`src/sv/szpd_pkg.sv`:
```
// Constants, widths and helper functions of the smoothed z-score peak detector.
package szpd_pkg;

   // Storage and sample size
   localparam int WINDOW_DEPTH = 32;
   localparam int SAMPLE_WIDTH = 16;

   // Register widths
   localparam int WL_W       = 6;
   localparam int THR_W      = 4;
   localparam int INF_W      = 9;
   localparam int CSR_ADDR_W = 2;
   localparam int CSR_DATA_W = 9;

   // Derived datapath widths
   localparam int PTR_W   = $clog2(WINDOW_DEPTH);
   localparam int LEN_W   = $clog2(WINDOW_DEPTH + 1);
   localparam int TT_W    = 2 * THR_W;
   localparam int SUM_W   = SAMPLE_WIDTH + PTR_W;
   localparam int SQ1_W   = 2 * SAMPLE_WIDTH - 1;
   localparam int SQ_W    = SQ1_W + PTR_W;
   localparam int LQ_W    = SQ_W + PTR_W;
   localparam int D_W     = SUM_W + 1;
   localparam int DD_W    = 2 * (D_W - 1);
   localparam int TV_W    = LQ_W + TT_W;
   localparam int NUM_W   = SAMPLE_WIDTH + INF_W + 2;
   localparam int MUL_A_W = LQ_W + 1;
   localparam int MUL_B_W = D_W;
   localparam int MUL_P_W = MUL_A_W + MUL_B_W;

   // Stream word widths
   localparam int PEAK_W      = 2;
   localparam int REQ_TDATA_W = ((SAMPLE_WIDTH + 7) / 8) * 8;
   localparam int RSP_TDATA_W = ((PEAK_W + 7) / 8) * 8;

   // Register indexes
   localparam logic [CSR_ADDR_W-1:0] REG_WINDOW_LENGTH = 2'd0;
   localparam logic [CSR_ADDR_W-1:0] REG_THRESHOLD     = 2'd1;
   localparam logic [CSR_ADDR_W-1:0] REG_INFLUENCE     = 2'd2;

   // Register reset values
   localparam logic [WL_W-1:0]  WL_RESET  = 6'd10;
   localparam logic [THR_W-1:0] THR_RESET = 4'd2;
   localparam logic [INF_W-1:0] INF_RESET = 9'd51;

   // Peak codes
   localparam logic [PEAK_W-1:0] PEAK_NONE = 2'b00;
   localparam logic [PEAK_W-1:0] PEAK_POS  = 2'b01;
   localparam logic [PEAK_W-1:0] PEAK_NEG  = 2'b11;

   // Blend: Q1.8 weight, one equals 256, round half up
   localparam int                FRAC_BITS   = 8;
   localparam logic [INF_W-1:0]  INF_ONE     = INF_W'(256);
   localparam logic [NUM_W-1:0]  BLEND_ROUND = NUM_W'(128);

   // Ring pointer constants
   localparam logic [PTR_W-1:0] PTR_LAST = PTR_W'(WINDOW_DEPTH - 1);
   localparam logic [PTR_W:0]   DEPTH_X  = (PTR_W + 1)'(WINDOW_DEPTH);

   // Window length as used: zero means one, clipped to the ring depth
   function automatic logic [LEN_W-1:0] eff_len(input logic [WL_W-1:0] wl);
      int l;
      l = int'(wl);
      if (l == 0) l = 1;
      if (l > WINDOW_DEPTH) l = WINDOW_DEPTH;
      return LEN_W'(l);
   endfunction

   // Influence as used: clipped to one
   function automatic logic [INF_W-1:0] eff_inf(input logic [INF_W-1:0] inf);
      return (inf > INF_ONE) ? INF_ONE : inf;
   endfunction

endpackage

```
`src/sv/szpd_ram.sv`:
```
// Generic single-write, single-read RAM with registered read data.
module szpd_ram #(
   parameter int WIDTH = 16,
   parameter int DEPTH = 32
) (
   input  logic                     clock,
   input  logic                     wr_en,
   input  logic [$clog2(DEPTH)-1:0] wr_addr,
   input  logic [WIDTH-1:0]         wr_data,
   input  logic [$clog2(DEPTH)-1:0] rd_addr,
   output logic [WIDTH-1:0]         rd_data
);

   logic [WIDTH-1:0] mem_ff [DEPTH];
   logic [WIDTH-1:0] rd_data_ff;

   always_ff @(posedge clock) begin
      if (wr_en) begin
         mem_ff[wr_addr] <= wr_data;
      end
      rd_data_ff <= mem_ff[rd_addr];
   end

   assign rd_data = rd_data_ff;

endmodule

```
`src/sv/szpd_mul.sv`:
```
// Shared signed multiplier with a registered product.
module szpd_mul (
   input  logic                                clock,
   input  logic signed [szpd_pkg::MUL_A_W-1:0] mul_a,
   input  logic signed [szpd_pkg::MUL_B_W-1:0] mul_b,
   output logic signed [szpd_pkg::MUL_P_W-1:0] mul_p
);

   logic signed [szpd_pkg::MUL_P_W-1:0] prod_ff;

   // One product per cycle, registered before any further use
   always_ff @(posedge clock) begin
      prod_ff <= mul_a * mul_b;
   end

   assign mul_p = prod_ff;

endmodule

```
`src/sv/smoothed_zscore_peak_detector.sv`:
```
// Smoothed z-score peak detector: top level with sequencer and running window sums.
// Each word taken on req passes the steps LX, LQ, SS, TT, DD, TV, CMP, BL1, BL2, FF and UPD;
// no new word is taken until it is done, as one shared multiplier forms its ten products in turn.
// A stalled rsp word holds the sequencer in its last step until the output register frees.
// A window_length write rebuilds the sums over the last L entries (L the clipped length).
// Reset (synchronous) restores register defaults; the ring reads as zero through valid bits.
module smoothed_zscore_peak_detector (
   input  logic                                 clock,
   input  logic                                 reset,
   input  logic                                 req_tvalid,
   output logic                                 req_tready,
   input  logic [szpd_pkg::REQ_TDATA_W-1:0]     req_tdata,   // [15:0] sample
   output logic                                 rsp_tvalid,
   input  logic                                 rsp_tready,
   output logic [szpd_pkg::RSP_TDATA_W-1:0]     rsp_tdata,   // [1:0] peak_signal, rest zero
   input  logic                                 csr_we,
   input  logic [szpd_pkg::CSR_ADDR_W-1:0]      csr_addr,
   input  logic [szpd_pkg::CSR_DATA_W-1:0]      csr_wdata
);

   typedef enum logic [3:0] {
      ST_IDLE,
      ST_LX,
      ST_LQ,
      ST_SS,
      ST_TT,
      ST_DD,
      ST_TV,
      ST_CMP,
      ST_BL1,
      ST_BL2,
      ST_FF,
      ST_UPD,
      ST_RB_START,
      ST_RB_SQ,
      ST_RB_ACC
   } state_type;

   state_type state_ff;

   // Configuration
   logic [szpd_pkg::WL_W-1:0]  wl_ff;
   logic [szpd_pkg::THR_W-1:0] thr_ff;
   logic [szpd_pkg::INF_W-1:0] inf_ff;

   // Window state
   logic [szpd_pkg::PTR_W-1:0]        wp_ff;
   logic signed [szpd_pkg::SUM_W-1:0] s_ff;
   logic [szpd_pkg::SQ_W-1:0]         q_ff;
   logic [szpd_pkg::WINDOW_DEPTH-1:0] valid_ff;

   // Per-word datapath
   logic signed [szpd_pkg::SAMPLE_WIDTH-1:0] x_ff;
   logic signed [szpd_pkg::SAMPLE_WIDTH-1:0] prev_ff;
   logic signed [szpd_pkg::SAMPLE_WIDTH-1:0] old_ff;
   logic signed [szpd_pkg::SAMPLE_WIDTH-1:0] f_ff;
   logic signed [szpd_pkg::D_W-1:0]          d_ff;
   logic [szpd_pkg::LQ_W-1:0]                lq_ff;
   logic [szpd_pkg::LQ_W-1:0]                v_ff;
   logic [szpd_pkg::TT_W-1:0]                tt_ff;
   logic [szpd_pkg::DD_W-1:0]                dd_ff;
   logic                                     outside_ff;
   logic signed [szpd_pkg::NUM_W-1:0]        num_ff;
   logic [szpd_pkg::SQ1_W-1:0]               oo_ff;

   // Rebuild walk
   logic [szpd_pkg::PTR_W-1:0] pos_ff;
   logic [szpd_pkg::LEN_W-1:0] cnt_ff;

   // Ring read side and output register
   logic                         rd_valid_ff;
   logic                         rsp_valid_ff;
   logic [szpd_pkg::PEAK_W-1:0]  rsp_peak_ff;

   // Combinational signals
   logic [szpd_pkg::LEN_W-1:0]                l_eff;
   logic [szpd_pkg::INF_W-1:0]                inf_eff;
   logic [szpd_pkg::PTR_W-1:0]                prev_pos;
   logic [szpd_pkg::PTR_W:0]                  old_sum;
   logic [szpd_pkg::PTR_W-1:0]                old_pos;
   logic [szpd_pkg::PTR_W-1:0]                pos_dec;
   logic [szpd_pkg::PTR_W-1:0]                wp_in;
   logic [szpd_pkg::PTR_W-1:0]                rd_addr;
   logic [szpd_pkg::SAMPLE_WIDTH-1:0]         ram_rd_data;
   logic signed [szpd_pkg::SAMPLE_WIDTH-1:0]  ring_rd;
   logic                                      ram_we;
   logic signed [szpd_pkg::MUL_A_W-1:0]       mul_a;
   logic signed [szpd_pkg::MUL_B_W-1:0]       mul_b;
   logic signed [szpd_pkg::MUL_P_W-1:0]       mul_p;
   logic signed [szpd_pkg::NUM_W-1:0]         blend_sum;
   logic                                      out_free;
   logic                                      wl_write;

   // Effective register values
   assign l_eff   = szpd_pkg::eff_len(wl_ff);
   assign inf_eff = szpd_pkg::eff_inf(inf_ff);

   // Ring positions, modulo the depth
   assign prev_pos = (wp_ff == '0) ? szpd_pkg::PTR_LAST : wp_ff - 1'b1;
   assign old_sum  = {1'b0, wp_ff} + szpd_pkg::DEPTH_X - (szpd_pkg::PTR_W + 1)'(l_eff);
   assign old_pos  = (old_sum >= szpd_pkg::DEPTH_X) ?
                     szpd_pkg::PTR_W'(old_sum - szpd_pkg::DEPTH_X) :
                     old_sum[szpd_pkg::PTR_W-1:0];
   assign pos_dec  = (pos_ff == '0) ? szpd_pkg::PTR_LAST : pos_ff - 1'b1;
   assign wp_in    = (wp_ff == szpd_pkg::PTR_LAST) ? '0 : wp_ff + 1'b1;

   // Handshake
   assign out_free   = !rsp_valid_ff || rsp_tready;
   assign wl_write   = csr_we && (csr_addr == szpd_pkg::REG_WINDOW_LENGTH);
   assign req_tready = (state_ff == ST_IDLE) && !wl_write;
   assign rsp_tvalid = rsp_valid_ff;
   assign rsp_tdata  = szpd_pkg::RSP_TDATA_W'(rsp_peak_ff);

   // Ring read address per step
   always_comb begin
      case (state_ff)
         ST_IDLE:     rd_addr = prev_pos;
         ST_LX:       rd_addr = old_pos;
         ST_RB_START: rd_addr = prev_pos;
         ST_RB_ACC:   rd_addr = pos_dec;
         default:     rd_addr = prev_pos;
      endcase
   end

   // Entries never written read as zero
   assign ring_rd = rd_valid_ff ? ram_rd_data : '0;
   assign ram_we  = (state_ff == ST_UPD) && out_free;

   // Blend sum; floor by 256 is the bit slice above the fraction
   assign blend_sum = num_ff + $signed(mul_p[szpd_pkg::NUM_W-1:0]);

   // Shared multiplier operand select
   always_comb begin
      case (state_ff)
         ST_LX: begin
            mul_a = szpd_pkg::MUL_A_W'(x_ff);
            mul_b = szpd_pkg::MUL_B_W'(l_eff);
         end
         ST_LQ: begin
            mul_a = szpd_pkg::MUL_A_W'(q_ff);
            mul_b = szpd_pkg::MUL_B_W'(l_eff);
         end
         ST_SS: begin
            mul_a = szpd_pkg::MUL_A_W'(s_ff);
            mul_b = szpd_pkg::MUL_B_W'(s_ff);
         end
         ST_TT: begin
            mul_a = szpd_pkg::MUL_A_W'(thr_ff);
            mul_b = szpd_pkg::MUL_B_W'(thr_ff);
         end
         ST_DD: begin
            mul_a = szpd_pkg::MUL_A_W'(d_ff);
            mul_b = szpd_pkg::MUL_B_W'(d_ff);
         end
         ST_TV: begin
            mul_a = szpd_pkg::MUL_A_W'(v_ff);
            mul_b = szpd_pkg::MUL_B_W'(tt_ff);
         end
         ST_CMP: begin
            mul_a = szpd_pkg::MUL_A_W'(x_ff);
            mul_b = szpd_pkg::MUL_B_W'(inf_eff);
         end
         ST_BL1: begin
            mul_a = szpd_pkg::MUL_A_W'(prev_ff);
            mul_b = szpd_pkg::MUL_B_W'(szpd_pkg::INF_ONE - inf_eff);
         end
         ST_BL2: begin
            mul_a = szpd_pkg::MUL_A_W'(old_ff);
            mul_b = szpd_pkg::MUL_B_W'(old_ff);
         end
         ST_FF, ST_UPD: begin
            mul_a = szpd_pkg::MUL_A_W'(f_ff);
            mul_b = szpd_pkg::MUL_B_W'(f_ff);
         end
         ST_RB_SQ: begin
            mul_a = szpd_pkg::MUL_A_W'(ring_rd);
            mul_b = szpd_pkg::MUL_B_W'(ring_rd);
         end
         default: begin
            mul_a = '0;
            mul_b = '0;
         end
      endcase
   end

   szpd_mul u_mul (
      .clock (clock),
      .mul_a (mul_a),
      .mul_b (mul_b),
      .mul_p (mul_p)
   );

   szpd_ram #(
      .WIDTH (szpd_pkg::SAMPLE_WIDTH),
      .DEPTH (szpd_pkg::WINDOW_DEPTH)
   ) u_ring (
      .clock   (clock),
      .wr_en   (ram_we),
      .wr_addr (wp_ff),
      .wr_data (f_ff),
      .rd_addr (rd_addr),
      .rd_data (ram_rd_data)
   );

   // Sequencer, window state and output register
   always_ff @(posedge clock) begin
      if (reset) begin
         state_ff     <= ST_IDLE;
         wl_ff        <= szpd_pkg::WL_RESET;
         thr_ff       <= szpd_pkg::THR_RESET;
         inf_ff       <= szpd_pkg::INF_RESET;
         wp_ff        <= '0;
         s_ff         <= '0;
         q_ff         <= '0;
         valid_ff     <= '0;
         rd_valid_ff  <= 1'b0;
         rsp_valid_ff <= 1'b0;
      end else begin
         rd_valid_ff <= valid_ff[rd_addr];

         // Register writes
         if (csr_we) begin
            case (csr_addr)
               szpd_pkg::REG_WINDOW_LENGTH: wl_ff  <= csr_wdata[szpd_pkg::WL_W-1:0];
               szpd_pkg::REG_THRESHOLD:     thr_ff <= csr_wdata[szpd_pkg::THR_W-1:0];
               szpd_pkg::REG_INFLUENCE:     inf_ff <= csr_wdata[szpd_pkg::INF_W-1:0];
               default: ;
            endcase
         end

         // Taken word leaves; the update step reloads the register itself
         if (rsp_tready && (state_ff != ST_UPD)) begin
            rsp_valid_ff <= 1'b0;
         end

         // A new window length restarts the rebuild
         if (wl_write) begin
            state_ff <= ST_RB_START;
         end else begin
            case (state_ff)
               ST_IDLE: begin
                  if (req_tvalid && req_tready) begin
                     x_ff     <= req_tdata[szpd_pkg::SAMPLE_WIDTH-1:0];
                     state_ff <= ST_LX;
                  end
               end
               // L * x in flight; previous filtered value arrives
               ST_LX: begin
                  prev_ff  <= ring_rd;
                  state_ff <= ST_LQ;
               end
               // Deviation times L; oldest window entry arrives
               ST_LQ: begin
                  d_ff     <= mul_p[szpd_pkg::D_W-1:0] - szpd_pkg::D_W'(s_ff);
                  old_ff   <= ring_rd;
                  state_ff <= ST_SS;
               end
               ST_SS: begin
                  lq_ff    <= mul_p[szpd_pkg::LQ_W-1:0];
                  state_ff <= ST_TT;
               end
               // L^2 times the variance, never negative
               ST_TT: begin
                  v_ff     <= lq_ff - mul_p[szpd_pkg::LQ_W-1:0];
                  state_ff <= ST_DD;
               end
               ST_DD: begin
                  tt_ff    <= mul_p[szpd_pkg::TT_W-1:0];
                  state_ff <= ST_TV;
               end
               ST_TV: begin
                  dd_ff    <= mul_p[szpd_pkg::DD_W-1:0];
                  state_ff <= ST_CMP;
               end
               // Squared deviation against squared band
               ST_CMP: begin
                  outside_ff <= (d_ff != '0) &&
                                (szpd_pkg::TV_W'(dd_ff) > mul_p[szpd_pkg::TV_W-1:0]);
                  state_ff   <= ST_BL1;
               end
               ST_BL1: begin
                  num_ff   <= mul_p[szpd_pkg::NUM_W-1:0] + szpd_pkg::BLEND_ROUND;
                  state_ff <= ST_BL2;
               end
               // Peak stores the blend, anything else the raw sample
               ST_BL2: begin
                  f_ff     <= outside_ff ?
                              blend_sum[szpd_pkg::FRAC_BITS +: szpd_pkg::SAMPLE_WIDTH] : x_ff;
                  state_ff <= ST_FF;
               end
               ST_FF: begin
                  oo_ff    <= mul_p[szpd_pkg::SQ1_W-1:0];
                  state_ff <= ST_UPD;
               end
               // Slide the window and post the result once the output register is free
               ST_UPD: begin
                  if (out_free) begin
                     s_ff            <= s_ff + szpd_pkg::SUM_W'(f_ff)
                                        - szpd_pkg::SUM_W'(old_ff);
                     q_ff            <= q_ff + szpd_pkg::SQ_W'(mul_p[szpd_pkg::SQ1_W-1:0])
                                        - szpd_pkg::SQ_W'(oo_ff);
                     valid_ff[wp_ff] <= 1'b1;
                     wp_ff           <= wp_in;
                     rsp_valid_ff    <= 1'b1;
                     rsp_peak_ff     <= !outside_ff ? szpd_pkg::PEAK_NONE :
                                        (d_ff[szpd_pkg::D_W-1] ? szpd_pkg::PEAK_NEG :
                                                                 szpd_pkg::PEAK_POS);
                     state_ff        <= ST_IDLE;
                  end
               end
               // Rebuild: walk back from the newest entry over the window
               ST_RB_START: begin
                  s_ff     <= '0;
                  q_ff     <= '0;
                  cnt_ff   <= l_eff;
                  pos_ff   <= prev_pos;
                  state_ff <= ST_RB_SQ;
               end
               ST_RB_SQ: begin
                  s_ff     <= s_ff + szpd_pkg::SUM_W'(ring_rd);
                  state_ff <= ST_RB_ACC;
               end
               ST_RB_ACC: begin
                  q_ff <= q_ff + szpd_pkg::SQ_W'(mul_p[szpd_pkg::SQ1_W-1:0]);
                  if (cnt_ff == szpd_pkg::LEN_W'(1)) begin
                     state_ff <= ST_IDLE;
                  end else begin
                     cnt_ff   <= cnt_ff - 1'b1;
                     pos_ff   <= pos_dec;
                     state_ff <= ST_RB_SQ;
                  end
               end
               default: begin
                  state_ff <= ST_IDLE;
               end
            endcase
         end
      end
   end

endmodule

```
`config.mk`:
```
export PLATFORM = sky130hd
export DESIGN_NAME = smoothed_zscore_peak_detector
export DESIGN_NICKNAME = d
export VERILOG_FILES = /design/src/sv/szpd_pkg.sv /design/src/sv/szpd_ram.sv /design/src/sv/szpd_mul.sv /design/src/sv/smoothed_zscore_peak_detector.sv
export SDC_FILE = /design/constraint.sdc
export NUM_CORES = 2
export LEC_CHECK = 0
export ABC_AREA = 0
export BUFFER_PORTS_ARGS = -buffer_cell sky130_fd_sc_hd__buf_2
export CORE_MARGIN = 5
export CORE_UTILIZATION = 50
export CTS_CLUSTER_SIZE = 14
export DETAILED_ROUTE_END_ITERATION = 7
export PLACE_DENSITY = 0.65
export SYNTH_ARGS = -nofsm -noshare
export SYNTH_HDL_FRONTEND = slang
export SYNTH_SLANG_ARGS = --single-unit
export TNS_END_PERCENT = 30
```
`constraint.sdc`:
```
create_clock -name clock -period 21.1 [get_ports clock]
set_clock_uncertainty 0.2 [all_clocks]
set_input_delay 3.165 -clock clock [delete_from_list [all_inputs] [get_ports clock]]
set_output_delay 3.165 -clock clock [all_outputs]
set_load 0.01 [all_outputs]
```
# Word-level counts from Yosys, hierarchy flattened
# Memories as Yosys holds them, arrays and structs flattened. A register that Yosys moved wholly into a read port is not among the register bits.
# Cells that the tools add are included.
# totals
mem_count	1
latch_bits	0
out_inout_bits	10
rom_bits	0
regBits	455
mem_bits_rw	512
input_bits	32
# classes
n_bitwise	3
muxes	36
eq_ne	24
shifts	0
div	0
n_addsub	17
n_mul	1
reduce_logical	44
magnitude_cmp	7
# mem_list
memory	words	word_bits	rd	rd_ports_with_merged_regs	wr	line	text
u_ring.mem_ff	32	16	1	1	1	szpd_ram.sv:14	logic [WIDTH-1:0] mem_ff [DEPTH];
# op_table
operator	n
case mux 42 bit (10 select lines)	1
case mux 22 bit (10 select lines)	1
case mux 36 bit (3 select lines)	1
case mux 21 bit (3 select lines)	1
case mux 4 bit (15 select lines)	1
greater-than comparator 42 x 49 -> 1 bit	1
multiplier 42 x 22 -> 49 bit	1
adder 21 x 16 -> 21 bit	2
subtractor 41 bit	1
AND reduction 3 bit	13
adder 36 x 31 -> 36 bit	1
two-way mux 36 bit	1
subtractor 36 x 31 -> 36 bit	1
greater-than comparator 32 x 7 -> 1 bit, second input constant	1
two-way mux 16 bit	2
bitwise OR 32 bit	1
== test 4 bit, second input constant	7
two-way mux 5 bit	5
adder 24 bit	1
adder 24 x 8 -> 24 bit, second input constant	1
nonzero test 22 bit	1
subtractor 22 bit	1
two-way mux 21 bit	1
subtractor 21 x 16 -> 21 bit	1
44 further kinds	84

# Logic depth before layout (Yosys ltp)
# depth
word_depth	10
ltp_mapped	38

# Cells and area by module
# A second synthesis with hierarchy kept.
# unflattened
hier_cells	7478
hier_area_um2	80250.7
# modules_own_cells
module	cells_each	n_inst	seq_area_each_um2	area_per_inst_um2
szpd_mul	3555	1	1281.2	32494.9
smoothed_zscore_peak_detector	2780	1	11000.6	27221.1
szpd_ram	1143	1	15695.1	20534.7

# Least setup slack after synthesis
# OpenSTA, ideal clock, no wires.
# synth_timing
path_kind	reg2reg
from	register state_ff[2]
to	register u_mul.prod_ff (netlist bit u_mul.mul_p[45])
synth_period_minus_slack_ps	8990
path_buffers	5
path_slack_ps	12110
path_stages_with_launch	35
arrival_time_ps	8718
path_cell_list	dfxtp_1 buf_2 nand2b_1 nor2_1 clkbuf_1 clkbuf_1 buf_1 a22oi_1 nand3_1 clkbuf_1 nand2_1 fa_1 inv_1 fa_1 inv_1 fa_1 inv_1 fa_1 fa_1 fa_1 inv_1 fa_1 inv_1 ha_1 a21o_1 a21oi_1 o211ai_1 o2111ai_1 a21oi_1 o31ai_1 o21bai_1 a21oi_1 o21ai_1 a311oi_1 xnor2_1
# synth_via
elab_chain_cells	4
elab_cells_between_ends	18
cone_classes	mul (1); eq/ne (12); mux (2); reduce/logical (3)
# synth_rtl
item	line	text
from (decl)	smoothed_zscore_peak_detector.sv:39	state_type state_ff;
from (signal assigned)	smoothed_zscore_peak_detector.sv:208	state_ff <= ST_IDLE;
from (signal assigned)	smoothed_zscore_peak_detector.sv:238	state_ff <= ST_RB_START;
from (signal assigned)	smoothed_zscore_peak_detector.sv:244	state_ff <= ST_LX;
== test 4 bit (tied with other cells)	smoothed_zscore_peak_detector.sv:134	case (state_ff)
OR reduction 2 bit, on equally long branches	n/a	
case mux 42 bit (10 select lines) or case mux 22 bit (10 select lines) (tied branches)	smoothed_zscore_peak_detector.sv:134	
multiplier 42 x 22 -> 49 bit *	szpd_mul.sv:13	prod_ff <= mul_a * mul_b;
to (signal assigned)	szpd_mul.sv:13	
to (decl)	szpd_mul.sv:9	logic signed [szpd_pkg::MUL_P_W-1:0] prod_ff;
# Mark *: on every way between the ends. The rest lies on a longest branch, timed or not.
# A chain may end at the register's enable or synchronous reset.

# Worst setup path after layout
# layout_timing
from	register state_ff[3]
to	register u_mul.prod_ff (netlist bit u_mul.mul_p[45])
# Same word-level chain as after synthesis.

==> out/metrics.cfg <==
[worst_setup_path]
cp_max_fo=37
crit_path_top_delay_cell=dfxtp_1
rrSetupSlack_ns=9.87
crit_arrival_ns=11.65
max_stage_delay_ns=0.90
cp_common_cell=fa_1
start_kind=flop
critPathKind=reg -> reg
setup.worst_path.end_class=flop
reg2reg_depth=32
worst_ep_required_time_ns=21.51

[cts]
root_buffer=clkbuf_16
htreeDepth=3
clk_latency_ns=0.75
post_cts_buffers=0
cts_tree=built
numCtsBuffers=107
clkTransAtPathRegs_ns=0.06
cts_resized=0
cts_sinks=983
clock_path_buffers=3
cts_hold_buf=0

[yosys]
yosys_most_used_dff=edfxtp_1
synth_most_common_cell=inv_1
synthTopCellsByCount=1103 x inv_1, 1029 x nand2_1, 799 x edfxtp_1
async_flop_share_pct=0
synth-seq-cells=983
synth_top_area_share_pct=32.8
netlist_area_um2=73100
synth_top_area_cell=edfxtp_1
synth-edff-count=799
synthTopCellsByArea=edfxtp_1 33%, fa_1 20%, ha_1 6.6%
syn_area_per_cell_um2=10.2
postSynthCellCount=7129
synth.distinct_cells=87
yosysWarnings=0
ys_seq_area_share_pct=37.9

[placement]
placed_cells=8928
pre_cts_ws_ns=10.13
gp_congestion=0.966
postPlaceCellArea_um2=75900
port-buffer-count=35
hpwl_um=155000

[power]
p_per_area_nw_per_um2=78.5
leakage_nw=33.8
ir_drop_v=0.0000817

[routing]
via_count=53200
via_per_inst=5.83
drc=20
routed_wl_um=213000
dr.pass1.iters=8
ant_nets=0
drt-initial-drc-count=4969
drt-wirelength-per-cell_um=23.4

[status]
status=finished, violations left
violations=DRC

[sta]
hold_violations=0
setup_slack_ns=9.87
tightestPinTransition_ns=1.20
rsz0062_at_grt=no
slew_headroom_pct=19.2
finalMaxSlewViolations=0
timing.hold.ws_ns=0.240
fmax_mhz=89.0
period_minus_slack_ns=11.23
finalSetupViolCount=0
tns_ns=0
finalCritPeriodShare_pct=53.2

[floorplanning]
dieArea_um2=154000
rows=140
ioPinCount=42
die_w_um=392
core_um2=145000
start_util_pct=50.3
die_h_um=392

[finish]
final_cell_area_um2=79500
area_growth_pct=8.82
fin_nets=8273
stdcell_count=9132
drive_gt1_share_pct=6.14
n_fill_cell=12600

[global_route]
grt_pass1_vias=53700
grt_overflow=0
grt_usage_pct=27.8
antenna_found_initial=5
grt_pass1_wl_um=325000
grt_max_degree=153

[min_path]
holdPathStages=0
hold_path.class=reg -> reg

[flow_run]
maxCapViolCount=0

==> stage by stage <==
step | power (mW) | utilization [%]
global placement | 4.27 | 52.2
finish | 6.24 | 54.7
global route | 6.56 | 54.7
floorplan | 3.68 | -
CTS | 6.26 | 54.7
detailed placement | 4.30 | 52.2
==> layout make-up <==
type,instances,area (um^2),share of cell area (%)
Multi-Input combinational cell,4723,40300,50.6
Sequential cell,983,27700,34.8
Inverter,1116,4190,5.27
Clock buffer,147,2970,3.73
Tap cell,1917,2400,3.02
Timing Repair Buffer,189,1360,1.71
Clock inverter,53,653,0.821
Antenna cell,4,10.0,0.0126
==> worst paths after layout <==
path                                                from                       to
worst max register to register  state_ff[3]$_SDFFE_PP0P_  u_mul.mul_p[45]$_DFF_P_
worst min-delay path             u_mul.mul_p[41]$_DFF_P_      dd_ff[41]$_DFFE_PP_
worst max-delay path            state_ff[3]$_SDFFE_PP0P_  u_mul.mul_p[45]$_DFF_P_
worst min register to register   u_mul.mul_p[41]$_DFF_P_      dd_ff[41]$_DFFE_PP_
==> registers in the layout (all words and copies together), names as in the netlist, 21 cells and up <==
| name | cells |
|---|---|
| d_ff | 22 |
| dd_ff | 42 |
| lq_ff | 41 |
| num_ff | 24 |
| oo_ff | 31 |
| q_ff | 36 |
| s_ff | 21 |
| u_mul.mul_p | 49 |
| u_ring.mem_ff | 512 |
| v_ff | 41 |
| valid_ff | 32 |
==> layer usage <==
layer	vias up	global-route usage (%)	wire, um
met5	-	0	0
met4	0	11.6	10100
met3	549	6.21	17800
met2	2219	44.6	98400
met1	26600	36.8	87100
li1	23900	-	-
==> cells by family (layout without fill, tap and decap cells) <==
kind of cell | Yosys count | after routing | share of synthesized area, %
adders and majority gates | 1121 | 1121 | 26.7
buffers and inverters | 1433 | 1505 | 7.44
AOI/OAI and AO/OA | 1256 | 1256 | 11.8
DFF | 983 | 983 | 37.9
and+or+nand+nor | 2043 | 2043 | 12.5
xor gates and xnor gates | 266 | 266 | 3.19
muxes | 25 | 25 | 0.365
other | 2 | 16 | 0.0103
==> worst max-delay path: cells and delay by family (launching register included) <==
kind            cells  cell delay [ns]
fa+ha+maj           8             4.04
simple gates        7             1.24
buf+inv             7             1.30
xor+xnor            1             0.14
flops               1             0.90
compound gates      9             3.23
==> cells in the final DEF, fill, tap and decap left out, drive strengths merged, types with 189 or more instances in the layout <==
| cell | synthesis | routed |
|---|---|---|
| a211oi | 238 | 238 |
| a21oi | 311 | 311 |
| and2 | 220 | 220 |
| buf | 63 | 189 |
| edfxtp | 799 | 799 |
| fa | 735 | 735 |
| ha | 386 | 386 |
| inv | 1116 | 1123 |
| nand2 | 1030 | 1030 |
| nor2 | 368 | 368 |
| xnor2 | 196 | 196 |
==> power breakdown <==
| group | internal, mW | switching, mW | total, mW |
|---|---|---|---|
| Clock | 1.13 | 0.823 | 1.95 |
| Sequential | 2.21 | 0.0615 | 2.27 |
| Combinational | 0.740 | 1.28 | 2.02 |
| Total | 4.08 | 2.16 | 6.24 |
No activity file was read; power rests on OpenSTA's default activity.
